File: config.mk
export PLATFORM = sky130hd
export DESIGN_NAME = p2d_front
export DESIGN_NICKNAME = d
export VERILOG_FILES = /design/src/hw/rtl/p2d_pkg.sv /design/src/hw/rtl/p2d_front.sv
export SDC_FILE = /design/constraint.sdc
export NUM_CORES = 1
export LEC_CHECK = 0
export CELL_PAD_IN_SITES_DETAIL_PLACEMENT = 0
export CELL_PAD_IN_SITES_GLOBAL_PLACEMENT = 1
export CORE_MARGIN = 2
export CORE_UTILIZATION = 25
export CTS_BUF_LIST = sky130_fd_sc_hd__clkbuf_4 sky130_fd_sc_hd__clkbuf_8 sky130_fd_sc_hd__clkbuf_16
export CTS_CLUSTER_DIAMETER = 200
export DETAILED_ROUTE_END_ITERATION = 6
export DONT_BUFFER_PORTS = 1
export PLACE_DENSITY = 0.56
export SETUP_SLACK_MARGIN = 0.1
export SLEW_MARGIN = 20
export SYNTH_ARGS = -nofsm -noshare
export SYNTH_HDL_FRONTEND = slang
export SYNTH_SLANG_ARGS = --single-unit
File: constraint.sdc
create_clock -name clk -period 12.2 [get_ports clk]
set_input_delay 2.44 -clock clk [delete_from_list [all_inputs] [get_ports clk]]
set_output_delay 2.44 -clock clk [all_outputs]
set_load 0.02 [all_outputs]
File: src/hw/rtl/p2d_pkg.sv
// Shared types, constants and helpers for the 2-D max/average pooling block.
// No dependencies; used by every module under hw/rtl.
`timescale 1ns / 1ps

package p2d_pkg;

  localparam int SAMPLE_BITS  = 16;
  localparam int COL_BITS     = 10;
  localparam int ROW_BITS     = 10;
  localparam int WIDTH_BITS   = 11;
  localparam int IDX_BITS     = 11;
  localparam int POS_BITS     = 12;
  localparam int WIN_BITS     = 4;
  localparam int MARGIN_BITS  = 3;
  localparam int MAX_WINDOW   = 8;
  localparam int ROW_SEL_BITS = $clog2(MAX_WINDOW);
  localparam int MEM_DEPTH    = MAX_WINDOW * (2 ** COL_BITS);
  localparam int ADDR_BITS    = ROW_SEL_BITS + COL_BITS;
  localparam int MAX_RESULTS  = 64;
  localparam int CNT_BITS     = $clog2(MAX_RESULTS + 1);
  localparam int ACC_BITS     = SAMPLE_BITS + CNT_BITS;
  localparam int MAG_BITS     = ACC_BITS - 1;
  localparam int STEP_BITS    = $clog2(MAG_BITS + 1);
  localparam int MAX_PLANE    = 1024;
  localparam int MAX_STRIDE   = 8;
  localparam int FIFO_DEPTH   = 4;

  typedef enum logic [2:0] {
    REG_POOL_MODE     = 3'd0,
    REG_PLANE_HEIGHT  = 3'd1,
    REG_WINDOW_HEIGHT = 3'd2,
    REG_WINDOW_WIDTH  = 3'd3,
    REG_STEP_ROWS     = 3'd4,
    REG_STEP_COLS     = 3'd5,
    REG_MARGIN_ROWS   = 3'd6,
    REG_MARGIN_COLS   = 3'd7
  } reg_idx_t;

  typedef enum logic [2:0] {
    S_IDLE,
    S_PICK,
    S_RD,
    S_ACC,
    S_DSET,
    S_DIV,
    S_RES,
    S_DONE
  } back_state_t;

  // effective (clamped) configuration
  typedef struct packed {
    logic                   avg;
    logic [WIDTH_BITS-1:0]  plane_height;
    logic [WIN_BITS-1:0]    window_height;
    logic [WIN_BITS-1:0]    window_width;
    logic [WIN_BITS-1:0]    step_rows;
    logic [WIN_BITS-1:0]    step_cols;
    logic [MARGIN_BITS-1:0] margin_rows;
    logic [MARGIN_BITS-1:0] margin_cols;
  } cfg_t;

  // one classified input item
  typedef struct packed {
    logic [SAMPLE_BITS-1:0] sample;
    logic [COL_BITS-1:0]    col;
    logic [ROW_BITS-1:0]    row;
    logic [WIDTH_BITS-1:0]  width;
    logic                   row_en;
    logic                   row_multi;
    logic                   col_en;
    logic                   col_multi;
    logic [IDX_BITS-1:0]    oh;
    logic [IDX_BITS-1:0]    ow;
    logic [POS_BITS-1:0]    he;
    logic [POS_BITS-1:0]    we;
  } desc_t;

  function automatic logic [WIN_BITS-1:0] clamp_small(input logic [WIN_BITS-1:0] raw,
                                                      input logic [WIN_BITS-1:0] hi);
    logic [WIN_BITS-1:0] v;
    v = raw;
    if (raw == '0) v = WIN_BITS'(1);
    else if (raw > hi) v = hi;
    return v;
  endfunction

  function automatic logic [MARGIN_BITS-1:0] clamp_margin(input logic [MARGIN_BITS-1:0] raw,
                                                          input logic [WIN_BITS-1:0] win);
    logic [MARGIN_BITS-1:0] v;
    v = raw;
    if (WIN_BITS'(raw) >= win) v = MARGIN_BITS'(win - WIN_BITS'(1));
    return v;
  endfunction

endpackage

File: src/hw/rtl/p2d_front.sv
// Front end: tracks row/column position, learns the plane width and
// classifies each input item into a descriptor. Depends on p2d_pkg.
`timescale 1ns / 1ps

module p2d_front (
  input  logic                            clk,
  input  logic                            rst,
  input  p2d_pkg::cfg_t                   cfg,
  input  logic [p2d_pkg::SAMPLE_BITS-1:0] sample,
  input  logic                            row_end,
  input  logic                            in_valid,
  output logic                            in_ready,
  output logic                            push_valid,
  input  logic                            push_ready,
  output p2d_pkg::desc_t                  push_desc
);

  logic [p2d_pkg::COL_BITS-1:0]   col;
  logic [p2d_pkg::ROW_BITS-1:0]   row;
  logic [p2d_pkg::WIDTH_BITS-1:0] lw;
  logic [p2d_pkg::IDX_BITS-1:0]   ow_next;
  logic [p2d_pkg::IDX_BITS-1:0]   oh_next;

  logic                           lw_known;
  logic [p2d_pkg::WIDTH_BITS-1:0] col_ext;
  logic                           term;
  logic                           last_row;
  logic [p2d_pkg::POS_BITS-1:0]   we_cur;
  logic [p2d_pkg::POS_BITS-1:0]   he_cur;
  logic                           col_hit;
  logic                           row_hit;
  logic                           take;

  assign in_ready   = push_ready;
  assign push_valid = in_valid;
  assign take       = in_valid & push_ready;

  always_comb begin
    lw_known = (lw != '0);
    col_ext  = {1'b0, col} + p2d_pkg::WIDTH_BITS'(1);
    term     = row_end | (col == {p2d_pkg::COL_BITS{1'b1}}) | (lw_known & (col_ext >= lw));
    last_row = ({1'b0, row} >= (cfg.plane_height - p2d_pkg::WIDTH_BITS'(1)));
    we_cur   = p2d_pkg::POS_BITS'(ow_next) * p2d_pkg::POS_BITS'(cfg.step_cols)
             + p2d_pkg::POS_BITS'(cfg.window_width) - p2d_pkg::POS_BITS'(cfg.margin_cols)
             - p2d_pkg::POS_BITS'(1);
    he_cur   = p2d_pkg::POS_BITS'(oh_next) * p2d_pkg::POS_BITS'(cfg.step_rows)
             + p2d_pkg::POS_BITS'(cfg.window_height) - p2d_pkg::POS_BITS'(cfg.margin_rows)
             - p2d_pkg::POS_BITS'(1);
    col_hit  = (we_cur == p2d_pkg::POS_BITS'(col));
    row_hit  = (he_cur == p2d_pkg::POS_BITS'(row));

    push_desc.sample    = sample;
    push_desc.col       = col;
    push_desc.row       = row;
    push_desc.width     = lw_known ? lw : col_ext;
    push_desc.row_en    = last_row | row_hit;
    push_desc.row_multi = last_row;
    push_desc.col_en    = term | col_hit;
    push_desc.col_multi = term;
    push_desc.oh        = oh_next;
    push_desc.ow        = ow_next;
    push_desc.he        = he_cur;
    push_desc.we        = we_cur;
  end

  always_ff @(posedge clk) begin
    if (rst) begin
      col     <= '0;
      row     <= '0;
      lw      <= '0;
      ow_next <= '0;
      oh_next <= '0;
    end else if (take) begin
      if (term) begin
        col     <= '0;
        ow_next <= '0;
        if (last_row) begin
          row     <= '0;
          lw      <= '0;
          oh_next <= '0;
        end else begin
          row <= row + p2d_pkg::ROW_BITS'(1);
          if (!lw_known) lw <= col_ext;
          if (row_hit) oh_next <= oh_next + p2d_pkg::IDX_BITS'(1);
        end
      end else begin
        col <= col + p2d_pkg::COL_BITS'(1);
        if (col_hit) ow_next <= ow_next + p2d_pkg::IDX_BITS'(1);
      end
    end
  end

endmodule

==> results.toml <==
[status]
status = "finished, final reports clean"

[critical_path]
rr_endpoint = "ow_next[5]$_SDFFE_PP0P_"
critical_path.cell_chain = "nand2_1 -> fa_1 -> fa_1 -> fa_1 -> inv_1 -> fa_1 -> xor2_1 -> nor4_1 -> o311ai_0 -> nor3_1 -> nand4_1 -> or4b_1 -> nand2_1"
cp_num_cells = 13
max_stage_delay_ns = 0.83
crit_path_start_kind = "input pin"
crit_type = "input pin to output pin"
critPathTopFamily = "adder cells"
cp_common_cell = "fa_1"
cp-end-kind = "output pin"
cp_num_buf_inv = 1
r2r_start = "ow_next[2]$_SDFFE_PP0P_"
rr_worst_depth = 14
crit_arrival_ns = 7.19
cp.required_ns = 9.76
slowest_stage = "or4b_1"
rrSetupSlack_ns = 6.13
worstPathMaxFanout = 19

[final_layout]
layout_commonest_cell = "inv_1"
area_delta_synth_final_pct = 4.571
diodes = 0
layout_common_cells = "131 x inv_1, 109 x nand2_1, 84 x ha_1, 53 x dfxtp_1, 44 x fa_1"
fin_area_um2 = 7413
fillerInstances = 3076
final_cells = 1227
nets = 1032
drive_gt1_share_pct = 2.827
finish.utilization_pct = 26.61

[grt]
grt_pass1_vias = 5754
grt_max_degree = 34
antenna_found_initial = 0
grt_pass1_wl_mm = 31.96
grt_overflow = 0
grt_use_total_pct = 13.80

[logic_synthesis]
syn_nets = 1090
ys_ff_latch = 53
yosysTopAreaCell = "dfxtp_1"
async_flop_share_pct = 0
synth_top_area_share_pct = 14.97
ys_top_cells_by_area = "dfxtp_1 15%, ha_1 15%, fa_1 12%, inv_1 6.9%, nand2_1 5.8%"
yosysSeqAreaShare_pct = 14.97
synth_edf_count = 0
synth_ff_type = "dfxtp_1"
yosysUniqueCellTypes = 62
avgSynthCellArea_um2 = 7.816
synth_area_um2 = 7089
ys_warn_count = 0
synthCells = 907

[placement]
place.gp.congestion = 0.7410
hpwl_mm = 15.62
place_area_um2 = 7256
port_buffers = 0
placedCellCount = 1220

[drt]
detail-route-antenna-nets = 0
routed_wl_mm = 20.14
via_per_inst = 4.746
drt_iter0_drc = 336
drt-pass1-iter-count = 5
wl_per_cell_um = 16.42
route.detailed.drc = 0
num_vias = 5823

[clock_network]
clock_sinks = 53
clockRootBuffer = "clkbuf_16"
cts_buffer_depth = 2
post-cts-setup-buffers = 0
numCtsBuffers = 5
h-tree-depth = 2
cts_tree = "done"
ctsResizeCount = 0
postCtsHoldBufs = 0
clk_pin_slew_ns = 0.07
clk_latency_ns = 0.30

[sta]
finalClockSkew_ns = 0.005182
hold_viol_final = 0
finalMaxSlewViolations = 0
clock.fmax_ghz = 0.1038
tightest_slew_ns = 0.9881
min_period_ns = 9.634
rsz0062_at_grt = "false"
max-slew-margin-rel_pct = 33.88
setup_tns_ns = 0
finalSetupViolations = 0
fin_crit_sh_pct = 78.97

[worst_hold_path]
hold_end = "lw[5]$_SDFFE_PP0P_"
hold_path_class = "flop to flop"
min-delay-start = "lw[5]$_SDFFE_PP0P_"
holdPathStages = 1

[floorplanning]
fp.coreArea_um2 = 27860
std_cell_rows = 61
ios = 154
die_area_um2 = 29720
die_w_um = 172.4
initial_core_util_pct = 25.45
fp.dieH_um = 172.4

[power_and_ir_drop]
vdd_drop_max_mv = 0.04714
p_total_mw = 0.4150
p_per_area_nw_per_um2 = 55.98
power.leakage_nw = 3.227

[flow_run]
cap_violations = 0
==> worst max path at each step <==
stage                      start             to  slack (ns)
after floorplan           cfg[7]  push_desc[47]        2.89
after global placement    cfg[7]  push_desc[47]        2.55
after detailed placement  cfg[7]  push_desc[47]        2.58
after CTS                 cfg[7]  push_desc[47]        2.57
after global routing      cfg[7]  push_desc[47]        2.35
final                     cfg[7]  push_desc[47]        2.57
==> synthesized netlist by cell type, drive strengths merged (25+ instances only) <==
master and instances:
inv 131, nand2 109, ha 84, dfxtp 53, fa 44, and2 43
clkbuf 43, xnor2 41, nor2 32, nand3 28, buf 27, a21oi 25
xor2 25
==> registers in the layout, summed over array words and instances, names as in the netlist <==
| name | count |
|---|---|
| lw | 11 |
| oh_next | 11 |
| row | 10 |
| col | 10 |
| ow_next | 11 |
==> layout make-up <==
| cell class | instances | area, um2 | area share (%) |
|---|---|---|---|
| well taps | 378 | 473.0 | 6.380 |
| inverters | 132 | 495.5 | 6.684 |
| flip-flops and latches | 53 | 1061 | 14.31 |
| multi-input cells | 652 | 5200 | 70.14 |
| clock buffers | 7 | 146.4 | 1.975 |
| repair buffers | 5 | 37.54 | 0.5063 |
==> cells by family (layout without fill, tap and decap cells) <==
kind of cell | Yosys count | count (layout) | share of synthesized area (%)
simple gates | 311 | 311 | 22.26
fa+ha+maj | 128 | 128 | 27.25
compound gates | 141 | 141 | 14.24
mux | 4 | 4 | 0.5824
flops | 53 | 53 | 14.97
buf+inv | 202 | 144 | 11.91
xor+xnor | 68 | 68 | 8.789
==> power by group <==
part | switching [mW] | internal [mW]
Sequential | 0.00272 | 0.174
Combinational | 0.0580 | 0.0300
Clock | 0.0674 | 0.0832
Total | 0.128 | 0.287
==> worst reg2reg max path: stages, from the launching register on <==
cell,delay (ns)
dfxtp_1,0.70
nand2_1,0.15
fa_1,0.55
fa_1,0.45
fa_1,0.55
inv_1,0.07
fa_1,0.71
xor2_1,0.11
nor4_1,0.46
o311ai_0,0.24
nor3_1,0.23
nand4_1,0.18
or4b_1,0.83
or4_1,0.61
a31oi_1,0.18
==> metrics by stage <==
stage / hold WS, ns / setup WS, ns
floorplan: 0.4640 / 2.886
global placement: 0.4844 / 2.549
detailed placement: 0.4862 / 2.578
CTS: 0.5041 / 2.575
global route: 0.5368 / 2.347
finish: 0.5026 / 2.566
==> routing by layer <==
layer | share of wire (%) | vias up | wire [um] | GRT usage, %
met5 | 0 | - | 0 | 0
met4 | 0.61 | 0 | 123 | 2.119
met3 | 6.9 | 7 | 1393 | 3.868
met2 | 47 | 114 | 9454 | 23.67
met1 | 46 | 2797 | 9171 | 17.52
li1 | - | 2905 | - | -
Power figures use the tool's default switching activity.
