<file path="src/hw/rtl/p2d_pkg.sv">
// Shared types, constants and helpers for the 2-D max/average pooling block.
// No dependencies; used by every module under hw/rtl.
`timescale 1ns / 1ps

package p2d_pkg;

  localparam int SAMPLE_BITS  = 16;
  localparam int COL_BITS     = 10;
  localparam int ROW_BITS     = 10;
  localparam int WIDTH_BITS   = 11;
  localparam int IDX_BITS     = 11;
  localparam int POS_BITS     = 12;
  localparam int WIN_BITS     = 4;
  localparam int MARGIN_BITS  = 3;
  localparam int MAX_WINDOW   = 8;
  localparam int ROW_SEL_BITS = $clog2(MAX_WINDOW);
  localparam int MEM_DEPTH    = MAX_WINDOW * (2 ** COL_BITS);
  localparam int ADDR_BITS    = ROW_SEL_BITS + COL_BITS;
  localparam int MAX_RESULTS  = 64;
  localparam int CNT_BITS     = $clog2(MAX_RESULTS + 1);
  localparam int ACC_BITS     = SAMPLE_BITS + CNT_BITS;
  localparam int MAG_BITS     = ACC_BITS - 1;
  localparam int STEP_BITS    = $clog2(MAG_BITS + 1);
  localparam int MAX_PLANE    = 1024;
  localparam int MAX_STRIDE   = 8;
  localparam int FIFO_DEPTH   = 4;

  typedef enum logic [2:0] {
    REG_POOL_MODE     = 3'd0,
    REG_PLANE_HEIGHT  = 3'd1,
    REG_WINDOW_HEIGHT = 3'd2,
    REG_WINDOW_WIDTH  = 3'd3,
    REG_STEP_ROWS     = 3'd4,
    REG_STEP_COLS     = 3'd5,
    REG_MARGIN_ROWS   = 3'd6,
    REG_MARGIN_COLS   = 3'd7
  } reg_idx_t;

  typedef enum logic [2:0] {
    S_IDLE,
    S_PICK,
    S_RD,
    S_ACC,
    S_DSET,
    S_DIV,
    S_RES,
    S_DONE
  } back_state_t;

  // effective (clamped) configuration
  typedef struct packed {
    logic                   avg;
    logic [WIDTH_BITS-1:0]  plane_height;
    logic [WIN_BITS-1:0]    window_height;
    logic [WIN_BITS-1:0]    window_width;
    logic [WIN_BITS-1:0]    step_rows;
    logic [WIN_BITS-1:0]    step_cols;
    logic [MARGIN_BITS-1:0] margin_rows;
    logic [MARGIN_BITS-1:0] margin_cols;
  } cfg_t;

  // one classified input item
  typedef struct packed {
    logic [SAMPLE_BITS-1:0] sample;
    logic [COL_BITS-1:0]    col;
    logic [ROW_BITS-1:0]    row;
    logic [WIDTH_BITS-1:0]  width;
    logic                   row_en;
    logic                   row_multi;
    logic                   col_en;
    logic                   col_multi;
    logic [IDX_BITS-1:0]    oh;
    logic [IDX_BITS-1:0]    ow;
    logic [POS_BITS-1:0]    he;
    logic [POS_BITS-1:0]    we;
  } desc_t;

  function automatic logic [WIN_BITS-1:0] clamp_small(input logic [WIN_BITS-1:0] raw,
                                                      input logic [WIN_BITS-1:0] hi);
    logic [WIN_BITS-1:0] v;
    v = raw;
    if (raw == '0) v = WIN_BITS'(1);
    else if (raw > hi) v = hi;
    return v;
  endfunction

  function automatic logic [MARGIN_BITS-1:0] clamp_margin(input logic [MARGIN_BITS-1:0] raw,
                                                          input logic [WIN_BITS-1:0] win);
    logic [MARGIN_BITS-1:0] v;
    v = raw;
    if (WIN_BITS'(raw) >= win) v = MARGIN_BITS'(win - WIN_BITS'(1));
    return v;
  endfunction

endpackage

</file>
<file path="src/hw/rtl/p2d_fifo.sv">
// Short descriptor queue between the front and back ends.
// Depends on p2d_pkg for the descriptor type.
`timescale 1ns / 1ps

module p2d_fifo #(
  parameter int DEPTH = p2d_pkg::FIFO_DEPTH
) (
  input  logic           clk,
  input  logic           rst,
  input  logic           push_valid,
  output logic           push_ready,
  input  p2d_pkg::desc_t push_desc,
  output logic           pop_valid,
  input  logic           pop_ready,
  output p2d_pkg::desc_t pop_desc
);

  localparam int PTR_BITS = $clog2(DEPTH);
  localparam int CNT_W    = $clog2(DEPTH + 1);

  p2d_pkg::desc_t      slots [DEPTH];
  logic [PTR_BITS-1:0] wr_ptr;
  logic [PTR_BITS-1:0] rd_ptr;
  logic [CNT_W-1:0]    count;
  logic                do_push;
  logic                do_pop;

  assign push_ready = (count != CNT_W'(DEPTH));
  assign pop_valid  = (count != '0);
  assign pop_desc   = slots[rd_ptr];
  assign do_push    = push_valid & push_ready;
  assign do_pop     = pop_valid & pop_ready;

  always_ff @(posedge clk) begin
    if (do_push) slots[wr_ptr] <= push_desc;
  end

  always_ff @(posedge clk) begin
    if (rst) begin
      wr_ptr <= '0;
      rd_ptr <= '0;
      count  <= '0;
    end else begin
      if (do_push) wr_ptr <= (wr_ptr == PTR_BITS'(DEPTH - 1)) ? '0 : wr_ptr + PTR_BITS'(1);
      if (do_pop)  rd_ptr <= (rd_ptr == PTR_BITS'(DEPTH - 1)) ? '0 : rd_ptr + PTR_BITS'(1);
      if (do_push && !do_pop) count <= count + CNT_W'(1);
      else if (do_pop && !do_push) count <= count - CNT_W'(1);
    end
  end

`ifndef SYNTH
  a_count_bound: assert property (@(posedge clk) disable iff (rst) count <= CNT_W'(DEPTH))
    else $error("queue count beyond depth");
`endif

endmodule

</file>
<file path="config.mk">
export PLATFORM = sky130hd
export DESIGN_NAME = p2d_fifo
export DESIGN_NICKNAME = d
export VERILOG_FILES = /design/src/hw/rtl/p2d_pkg.sv /design/src/hw/rtl/p2d_fifo.sv
export SDC_FILE = /design/constraint.sdc
export NUM_CORES = 1
export LEC_CHECK = 0
export BUFFER_PORTS_ARGS = -buffer_cell sky130_fd_sc_hd__buf_2
export CORE_ASPECT_RATIO = 1.5
export CORE_MARGIN = 3
export CORE_UTILIZATION = 53
export CTS_BUF_LIST = sky130_fd_sc_hd__clkbuf_4
export DETAILED_ROUTE_END_ITERATION = 10
export PLACE_DENSITY_LB_ADDON = 0.15
export RECOVER_POWER = 50
export SLEW_MARGIN = 5
export SYNTH_ARGS = -nofsm -noshare
export SYNTH_HDL_FRONTEND = slang
export SYNTH_SLANG_ARGS = --single-unit
</file>
<file path="constraint.sdc">
create_clock -name clk -period 2.33 [get_ports clk]
set_clock_uncertainty 0.2 [all_clocks]
set_input_delay 0.1165 -clock clk [delete_from_list [all_inputs] [get_ports clk]]
set_output_delay 0.1165 -clock clk [all_outputs]
set_load 0.05 [all_outputs]
</file>
==> summary.txt, run 1 <==
status: finished, violations left
violated checks: negative setup slack
CTS Buffer Depth: 3
Tightest Pin Transition: 0.688 ns
Top-Level Pins: 200
Residual DRC: 0
vias: 7,727
Post-Syn Area: 14,500 sq um
TritonCTS Buffers: 88
CP endpoint kind: output port
First DRT Iteration DRCs: 416
initial antenna violation count: 6
final critical-path required period: 2.48 ns
fraction of layout cells with a size suffix above 1: 42.7%
Critical Path RT: 2.01 ns
CTS tree: built
GR Overflow Total: 0
flops & latches, synth: 397
final-report setup violation count: 110
# fillers: 1,481
hold crit path type: input port to flop
first-pass GRT wire length: 48,000 microns
detailed-placement wirelength estimate: 17,400 microns
nets: 1,170
Syn Inst Count: 555
die area: 29,300 sq um
Total GRT Usage: 21.6%
clock root buffer: clkbuf_4
Routed WL: 31,800 microns
Design Area, Final: 20,100 sq um
Clk Latency, worst-skew pair: 0.68 ns
dpl cells: 1,091
antenna-violating nets left: 0
Hold Vio Cnt, Final: 0
clk sinks: 397
htree depth: 3
RSZ-0062 raised after global routing: true
crit share post-route: 106%
Setup TNS: -9.87 ns
maximum clock frequency: 404 MHz
Synth Warn #: 0
worst slack, placed: -0.0118 ns
area post-placement: 16,100 sq um
Crit Path Class: flop to output port
synth unique cells: 26
Core ar.: 26,700 sq um
Initial Utilization: 54.2%
Layout Cells excl Fill: 1,458
Total Power: 21.4 mW
syn nets: 663
crit-path max FO: 7
vias per std cell: 5.30
sequential fraction of the synthesis area: 81.9%
Die H: 208 microns
GPL Wtd Cong: 0.706
Util after Layout: 75.5%
startpoint type of the worst setup path: flop
WHS: 0.107 ns
final setup margin: -0.147 ns
Pre-Repair DR Iteration Count: 5
Die Width: 141 microns
syn avg cell area: 26.0 sq um
Core Rows: 73
maximum VDD drop: 0.866 mV
WL/cell: 21.8 microns
Max Cap Viol: 0
maximum number of pins on one net before global-route repair: 40
P&R area growth vs syn: 39.4%
pwr dens: 1060 nW/um^2
vias in the first global route: 8,919
worst endpoint data arrival time: 2.16 ns
Relative slew margins: 54.1%
clock transition at the registers of the reported paths: 0.07 ns
P_leak: 7.05 nW
max-slew violations: 0
# port buffers: 199
==> path summary, 6_finish.rpt <==
path	start	endpoint	slack, ns	cells after the start
min	push_valid	wr_ptr[0]	0.11	4
min reg2reg	rd_ptr[0]	flop	0.31	2
max reg2reg	count[1]	count[2]	-0.04	8
max	flop	pop_desc[23]	-0.15	4
==> cells in the mapped netlist <==
library cell,count,area [sq um]
clkbuf_2,1,5.00
nor3_1,1,5.00
fa_1,1,20.0
nor2_1,3,11.3
a21oi_1,2,10.0
nand2b_1,2,12.5
buf_6,5,56.3
mux4_2,97,2180
nand2_1,1,3.75
buf_2,11,55.1
clkbuf_1,7,26.3
inv_1,3,11.3
or3_1,1,6.26
mux2i_1,3,30.0
or3_2,2,15.0
o31ai_1,1,7.51
ha_1,6,75.1
xor2_1,2,17.5
and2_4,1,8.76
dfxtp_1,9,180
or3b_1,1,8.76
edfxtp_1,388,11700
o21ai_0,1,5.00
o31ai_2,1,12.5
nand3_1,1,5.00
and3_2,4,30.0
==> power by group <==
group          total, mW  leakage, nW  internal (mW)  switching, mW
clock               4.99        0.628           2.56           2.43
sequential          8.89         3.63           8.65          0.230
combinational       7.55         2.79           3.17           4.38
total               21.4         7.05           14.4           7.04
==> state kept, by name (all words and copies together) (netlist names), named ones only <==
signal and cells:
rd_ptr 2, wr_ptr 2, count 3, slots 388
==> per-layer routing <==
metal,vias to the layer above,wire (microns),global-route usage [%]
met4,2,625,8.22
met2,245,17900,38.9
met1,3952,11400,24.4
met5,-,7,0
met3,42,1820,5.73
li1,3486,-,-
==> layout make-up <==
class                   instances  area [sq um]  area share [%]
inverters                       3          11.3          0.0559
flip-flops and latches        397         11800            58.8
clock buffers                 125           938            4.66
multi-input cells             131          2510            12.5
well taps                     337           422            2.09
repair buffers                441          4300            21.4
clock inverters                19           100           0.497
diodes                          5          12.5          0.0621
==> placed cells by master (no fill, tap or decap), drive strengths merged <==
cell,n
nand2b,2
or3,3
nand3,1
buf,225
edfxtp,388
clkinv,16
nor3,1
nand2,1
clkbuf,142
inv,5
o21ai,1
ha,6
and2,1
xor2,2
a21oi,2
dlygate4sd3,199
and3,4
fa,1
nor2,3
or3b,1
diode,5
mux2i,3
dfxtp,9
mux4,97
bufinv,1
o31ai,2
==> worst max-delay path: stages, from the launching register on <==
cell       delay (ns)
dfxtp_4          0.39
buf_12           0.17
clkbuf_16        0.19
mux4_2           0.54
buf_6            0.18
==> repair_timing <==
item                                    in CTS  in global routing
hold buffers                               199                  0
setup buffers                                9                  0
gates cloned                                 2                  8
gates resized for setup                    111                130
pin swaps                                    0                  1
endpoints found under the hold margin      526                  0
endpoints found under the setup margin      98                 98
==> cells by family (layout without fill, tap and decap cells) <==
kind of cell | Yosys count | after routing | share of synthesized area [%]
xor gates and xnor gates | 2 | 2 | 0.121
and+or+nand+nor | 17 | 17 | 0.736
other | 0 | 5 | 0
AOI/OAI and AO/OA | 5 | 5 | 0.242
muxes | 100 | 100 | 15.3
buffers and inverters | 27 | 588 | 1.06
DFF | 397 | 397 | 81.9
adders and majority gates | 7 | 7 | 0.658
(Power assumes the default switching activity.)
==> run 2, diff against run 1 <==
ABC_AREA = 1   (was default)
CORE_UTILIZATION = 54   (was 53)
HOLD_SLACK_MARGIN = 0.08   (was default)
REMOVE_ABC_BUFFERS = 1   (was default)
==> run 2 against run 1 <==
Register-to-register slack better by 0.21 ns. Count of clock-buffer cells in the layout grew 1. Sequential share of layout area down 5.1 points. Via count up 44%. Combinational power up 83%. Hold slack improved by 0.23 ns. Fmax decreased by 0.22%. The flow still finishes with violations (negative setup slack). Die area increased by 0.71%. Core utilization is 6.8 points higher. Power increased by 32%. Global-route usage rose by 6.0 points. Clock power up 9.0%.
==> summary.txt, run 2 <==
status: finished, violations left (unchanged)
violated checks: negative setup slack (unchanged)
Comb pwr share: 48.8% (was 35.3%)
syn avg cell area: 14.7 sq um (was 26.0 sq um)
clock root buffer: clkbuf_4 (unchanged)
maximum number of pins on one net before global-route repair: 54 (was 40)
TritonCTS Buffers: 88 (unchanged)
Relative slew margins: 62.3% (was 54.1%)
Hold Vio Cnt, Final: 0 (unchanged)
Syn Inst Count: 1,006 (was 555)
hold crit path type: input port to flop (unchanged)
most frequent cells in the layout: edfxtp_1, dlygate4sd3_1, nor2_1 (was edfxtp_1, dlygate4sd3_1, clkbuf_4)
max reg flops: 388 (unchanged)
initial antenna violation count: 3 (was 6)
Yosys top cell area share: 78.5% (was 80.6%)
Synth Warn #: 0 (unchanged)
area post-placement: 16,300 sq um (was 16,100 sq um)
first-pass GRT wire length: 61,600 microns (was 48,000 microns)
Crit Path Class: flop to output port (unchanged)
startpoint type of the worst setup path: flop (unchanged)
FFs w/ async S/R, synth: 0% (unchanged)
Core ar.: 26,800 sq um (was 26,700 sq um)
max-slew violations: 0 (unchanged)
crit-path max FO: 18 (was 7)
Util after Layout: 82.3% (was 75.5%)
Total Power: 28.2 mW (was 21.4 mW)
ys flop type: edfxtp_1 (unchanged)
maximum clock frequency: 403 MHz (was 404 MHz)
most common cell in the netlist: edfxtp_1 (unchanged)
CTS Buffer Depth: 3 (unchanged)
Pre-Repair DR Iteration Count: 5 (unchanged)
Max Cap Viol: 0 (unchanged)
Total GRT Usage: 27.5% (was 21.6%)
Critical Path RT: 2.01 ns (about the same)
switching share of power: 41.2% (was 32.9%)
vias per std cell: 5.81 (was 5.30)
die area: 29,500 sq um (was 29,300 sq um)
P_sw: 11.6 mW (was 7.04 mW)
CP endpoint kind: output port (unchanged)
P_leak: 8.08 nW (was 7.05 nW)
Design Area, Final: 22,000 sq um (was 20,100 sq um)
P_int: 16.6 mW (was 14.4 mW)
synth unique cells: 21 (was 26)
pwr dens: 1280 nW/um^2 (was 1060 nW/um^2)
P&R area growth vs syn: 48.5% (was 39.4%)
RSZ-0062 raised after global routing: true (unchanged)
Regs by FF count: slots x388, count x3 (unchanged)
clock transition at the registers of the reported paths: 0.08 ns (was 0.07 ns)
WHS: 0.334 ns (was 0.107 ns)
# fillers: 1,359 (was 1,481)
Residual DRC: 0 (unchanged)
vias in the first global route: 11,100 (was 8,919)
Top-Level Pins: 200 (unchanged)
Core Rows: 73 (unchanged)
nets: 1,624 (was 1,170)
Seq pwr share: 31.9% (was 41.5%)
final setup margin: -0.152 ns (was -0.147 ns)
WL/cell: 23.9 microns (was 21.8 microns)
detailed-placement wirelength estimate: 17,200 microns (was 17,400 microns)
dpl cells: 1,501 (was 1,091)
commonest cells in the netlist: edfxtp_1, nor2_1, o21ai_0, o22ai_1, o21ai_1 (was edfxtp_1, mux4_2, buf_2, dfxtp_1, clkbuf_1)
worst slack, placed: 0.359 ns (was -0.0118 ns)
clk sinks: 397 (unchanged)
final critical-path required period: 2.48 ns (about the same)
htree depth: 3 (unchanged)
Top reg by flops: slots (unchanged)
CTS tree: built (unchanged)
crit share post-route: 107% (was 106%)
# port buffers: 199 (unchanged)
Die Width: 141 microns (about the same)
sequential fraction of the synthesis area: 79.8% (was 81.9%)
flops & latches, synth: 397 (unchanged)
final-report setup violation count: 81 (was 110)
fraction of layout cells with a size suffix above 1: 36.1% (was 42.7%)
GR Overflow Total: 0 (unchanged)
Post-Syn Area: 14,800 sq um (was 14,500 sq um)
vias: 11,100 (was 7,727)
antenna-violating nets left: 0 (unchanged)
Tightest Pin Transition: 0.565 ns (was 0.688 ns)
First DRT Iteration DRCs: 870 (was 416)
worst endpoint data arrival time: 2.17 ns (was 2.16 ns)
Setup TNS: -3.86 ns (was -9.87 ns)
Clock Power Share: 19.3% (was 23.3%)
Post-synth EDFFs: 388 (unchanged)
Yosys top cell by area: edfxtp_1 (unchanged)
Initial Utilization: 55.4% (was 54.2%)
GPL Wtd Cong: 0.766 (was 0.706)
Die H: 209 microns (was 208 microns)
Layout Cells excl Fill: 1,919 (was 1,458)
Routed WL: 45,900 microns (was 31,800 microns)
synth top area cells: edfxtp_1, nor2_1, o21ai_0, o22ai_1, o21ai_1 (was edfxtp_1, mux4_2, dfxtp_1, ha_1, buf_6)
Clk Latency, worst-skew pair: 0.74 ns (was 0.68 ns)
commonest non-fill, non-tap cell in the layout: edfxtp_1 (unchanged)
maximum VDD drop: 0.943 mV (was 0.866 mV)
run 2: cell count changes after synthesis, moves of 8 or more:
| cell | change |
|---|---|
| inv_1 | +11 |
| o21ai_1 | +63 |
| o21ai_0 | +131 |
| o22ai_1 | +97 |
| clkbuf_1 | +18 |
| buf_2 | +8 |
| mux4_2 | -97 |
| buf_6 | +10 |
| nand2_1 | +13 |
| nor2_1 | +208 |
run 2: cell type report:
| type | count | area, sq um | share of cell area (%) |
|---|---|---|---|
| Clock buffer | 126 | 946 | 4.29 |
| Inverter | 16 | 88.8 | 0.403 |
| Clock inverter | 26 | 183 | 0.829 |
| Sequential cell | 397 | 11800 | 53.7 |
| Timing Repair Buffer | 478 | 5170 | 23.5 |
| Multi-Input combinational cell | 531 | 3300 | 15.0 |
| Tap cell | 337 | 422 | 1.91 |
| Timing Repair inverter | 4 | 63.8 | 0.290 |
| Antenna cell | 4 | 10.0 | 0.0454 |
run 2: per-layer routing:
metal / share of wire [%] / global-route usage (%) / up-vias
li1: - / - / 4890
met1: 35 / 31.9 / 5519
met2: 54 / 47.8 / 606
met3: 7.2 / 6.52 / 125
met4: 4.2 / 13.6 / 0
met5: 0 / 0 / -
run 2: final timing paths:
path                            startpoint      endpoint  slack [ns]  depth (start not counted)
worst min register to register    count[1]      count[1]        0.34                          2
worst min-delay path            push_valid      count[1]        0.33                          7
worst max-delay path                  flop  pop_desc[40]       -0.15                          5
worst max register to register    count[0]      count[0]        0.17                          8
run 2: logic make-up (layout without fill, tap and decap cells):
group / count (synthesis) / after routing / synth area share (%)
flops: 397 / 397 / 79.8
compound gates: 294 / 294 / 10.7
simple gates: 229 / 229 / 5.87
buf+inv: 78 / 650 / 2.94
fa+ha+maj: 7 / 7 / 0.641
xor+xnor: 1 / 1 / 0.0591
other cells: 0 / 4 / 0
run 2: power by group through the flow:
stage	sequential (mW)	combinational, mW	clock [mW]
2_1_floorplan	9.37	6.07	0
3_3_place_gp	9.02	8.86	0
3_5_place_dp	9.05	8.94	0
4_1_cts	8.92	12.0	5.42
5_1_grt	9.03	14.2	5.93
6_report	8.99	13.8	5.44
run 2: critical path: stages, from the launching register on:
cell     delay (ns)
dfxtp_4        0.41
buf_12         0.16
buf_16         0.19
o21ai_0        0.13
o22ai_1        0.26
buf_4          0.26
run 2: what timing repair did:
action	CTS	global route
resized for setup	227	210
hold buffers	202	0
gates cloned	28	17
pin swaps	20	64
hold endpoints to repair	785	0
endpoints found under the setup margin	97	97
setup buffers	13	6
==> run 3, diff against run 2 <==
CORE_UTILIZATION = 35   (was 54)
==> run 3 against run 2 <==
First-iteration DRC count shrank 42%. Non-clock buffer count increased by 1. Setup slack better by 0.073 ns. Final cell count up 12%. Largest cell class unchanged. Routed wire length down 3.4%. Power decreased by 3.1%. Global-route usage decreased by 8.9 points. The flow still finishes with violations (negative setup slack). Via count is 5.5% lower. Sequential share of layout area up 0.35 points. Critical endpoint is now pop_desc[92]. Final area shrank 0.65%. Core utilization is 30 points lower.
==> summary.txt, run 3 (synthesis results as in run 2) <==
status: finished, violations left (unchanged)
violated checks: negative setup slack (unchanged)
max-slew violations: 0 (unchanged)
Core ar.: 41,400 sq um (was 26,800 sq um)
Clk Latency, worst-skew pair: 0.74 ns (about the same)
HP Start: count[1] (was push_valid)
global-route track usage on met3: 4.46% (was 6.52%)
GPL Wtd Cong: 0.723 (was 0.766)
worst endpoint data arrival time: 2.09 ns (was 2.17 ns)
Critical Path RT: 2.01 ns (about the same)
htree depth: 3 (unchanged)
nets: 1,632 (was 1,624)
fraction of layout cells with a size suffix above 1: 34.0% (was 36.1%)
Top-Level Pins: 200 (unchanged)
Pre-Repair DR Iteration Count: 4 (was 5)
Total GRT Usage: 18.6% (was 27.5%)
detailed-placement wirelength estimate: 20,200 microns (was 17,200 microns)
Setup TNS: -1.79 ns (was -3.86 ns)
most frequent cells in the layout: edfxtp_1, dlygate4sd3_1, nor2_1 (unchanged)
P_leak: 7.96 nW (was 8.08 nW)
Design Area, Final: 21,900 sq um (was 22,000 sq um)
Routed WL: 44,300 microns (was 45,900 microns)
First DRT Iteration DRCs: 503 (was 870)
final-report setup violation count: 60 (was 81)
GR Util met1: 20.6% (was 31.9%)
vias per std cell: 4.90 (was 5.81)
maximum clock frequency: 415 MHz (was 403 MHz)
Crit Path Class: flop to output port (unchanged)
Relative slew margins: 64.5% (was 62.3%)
Residual DRC: 0 (unchanged)
P&R area growth vs syn: 47.5% (was 48.5%)
crit share post-route: 103% (was 107%)
area post-placement: 16,600 sq um (was 16,300 sq um)
maximum number of pins on one net before global-route repair: 59 (was 54)
Core Rows: 91 (was 73)
crit-path max FO: 8 (was 18)
die area: 44,900 sq um (was 29,500 sq um)
pwr dens: 1250 nW/um^2 (was 1280 nW/um^2)
Total Power: 27.3 mW (was 28.2 mW)
Max Cap Viol: 0 (unchanged)
vias in the first global route: 11,000 (was 11,100)
final critical-path required period: 2.41 ns (was 2.48 ns)
clock transition at the registers of the reported paths: 0.06 ns (was 0.08 ns)
max reg flops: 388 (unchanged)
hold crit path type: flop to flop (was input port to flop)
Die Width: 174 microns (was 141 microns)
startpoint type of the worst setup path: flop (unchanged)
TritonCTS Buffers: 95 (was 88)
antenna-violating nets left: 0 (unchanged)
met2 usage: 34.3% (was 47.8%)
Tightest Pin Transition: 0.533 ns (was 0.565 ns)
# port buffers: 199 (unchanged)
Initial Utilization: 35.8% (was 55.4%)
CP endpoint kind: output port (unchanged)
maximum VDD drop: 0.870 mV (was 0.943 mV)
final setup margin: -0.0793 ns (was -0.152 ns)
GR Overflow Total: 0 (unchanged)
Top reg by flops: slots (unchanged)
CTS tree: built (unchanged)
Util after Layout: 52.8% (was 82.3%)
Die H: 258 microns (was 209 microns)
RSZ-0062 raised after global routing: true (unchanged)
Regs by FF count: slots x388, count x3 (unchanged)
first-pass GRT wire length: 63,300 microns (was 61,600 microns)
Hold Vio Cnt, Final: 0 (unchanged)
GR peak layer: met2 (unchanged)
worst flop-to-flop path startpoint: count[0] (unchanged)
commonest non-fill, non-tap cell in the layout: edfxtp_1 (unchanged)
clock root buffer: clkbuf_4 (unchanged)
clk sinks: 397 (unchanged)
initial antenna violation count: 2 (was 3)
CTS Buffer Depth: 3 (unchanged)
vias: 10,500 (was 11,100)
WL/cell: 20.6 microns (was 23.9 microns)
==> run 3: layout make-up <==
class,instances,area [sq um]
Clock inverter,19,75.1
Tap cell,558,698
Fill cell,3569,19600
Timing Repair inverter,4,55.1
Antenna cell,1,2.50
Multi-Input combinational cell,531,3080
Sequential cell,397,11800
Clock buffer,143,1070
Inverter,16,91.3
Timing Repair Buffer,479,4970
==> run 3: repair_timing <==
| item | 4_1_cts | 5_1_grt |
|---|---|---|
| hold endpoints to repair | 785 | 0 |
| gates cloned | 18 | 14 |
| resized for setup | 197 | 164 |
| setup endpoints to repair | 97 | 98 |
| pin swaps | 20 | 45 |
| hold buffers | 201 | 0 |
| buffers inserted | 18 | 7 |
==> run 3: worst paths after layout <==
check,to,slack (ns),cells after the start
setup reg to reg,count[0],0.14,8
hold / removal,count[1],0.34,2
hold reg to reg,count[1],0.34,2
setup / recovery,pop_desc[92],-0.08,7
==> run 3: layer usage <==
layer | up-vias | part of all wire, % | wire [microns]
met3 | 68 | 5.1 | 2270
met2 | 282 | 53 | 23500
met4 | 2 | 2.6 | 1150
met5 | - | 0.029 | 13
met1 | 5261 | 39 | 17300
li1 | 4910 | - | -
==> run 3: per-stage QoR <==
stage               setup WS, ns  std cells  hold slack (ns)
global route              -0.211       2148            0.361
CTS                       -0.216       2126            0.165
floorplan                  -3.59        944          -0.0111
global placement           0.329       1727            0.111
finish                   -0.0793       2148            0.335
detailed placement         0.315       1727            0.114
==> run 3: power breakdown <==
group	internal [mW]	total, mW	switching, mW
registers	8.70	8.93	0.228
logic	4.66	13.0	8.35
clock network	2.78	5.38	2.60
total	16.1	27.3	11.2
==> run 3: worst max-delay path, cell delays in order, from the launching register on <==
cell     delay, ns
dfxtp_4       0.38
buf_12        0.19
buf_12        0.16
buf_16        0.15
buf_12        0.13
nor2_2        0.04
o22ai_1       0.10
buf_4         0.22
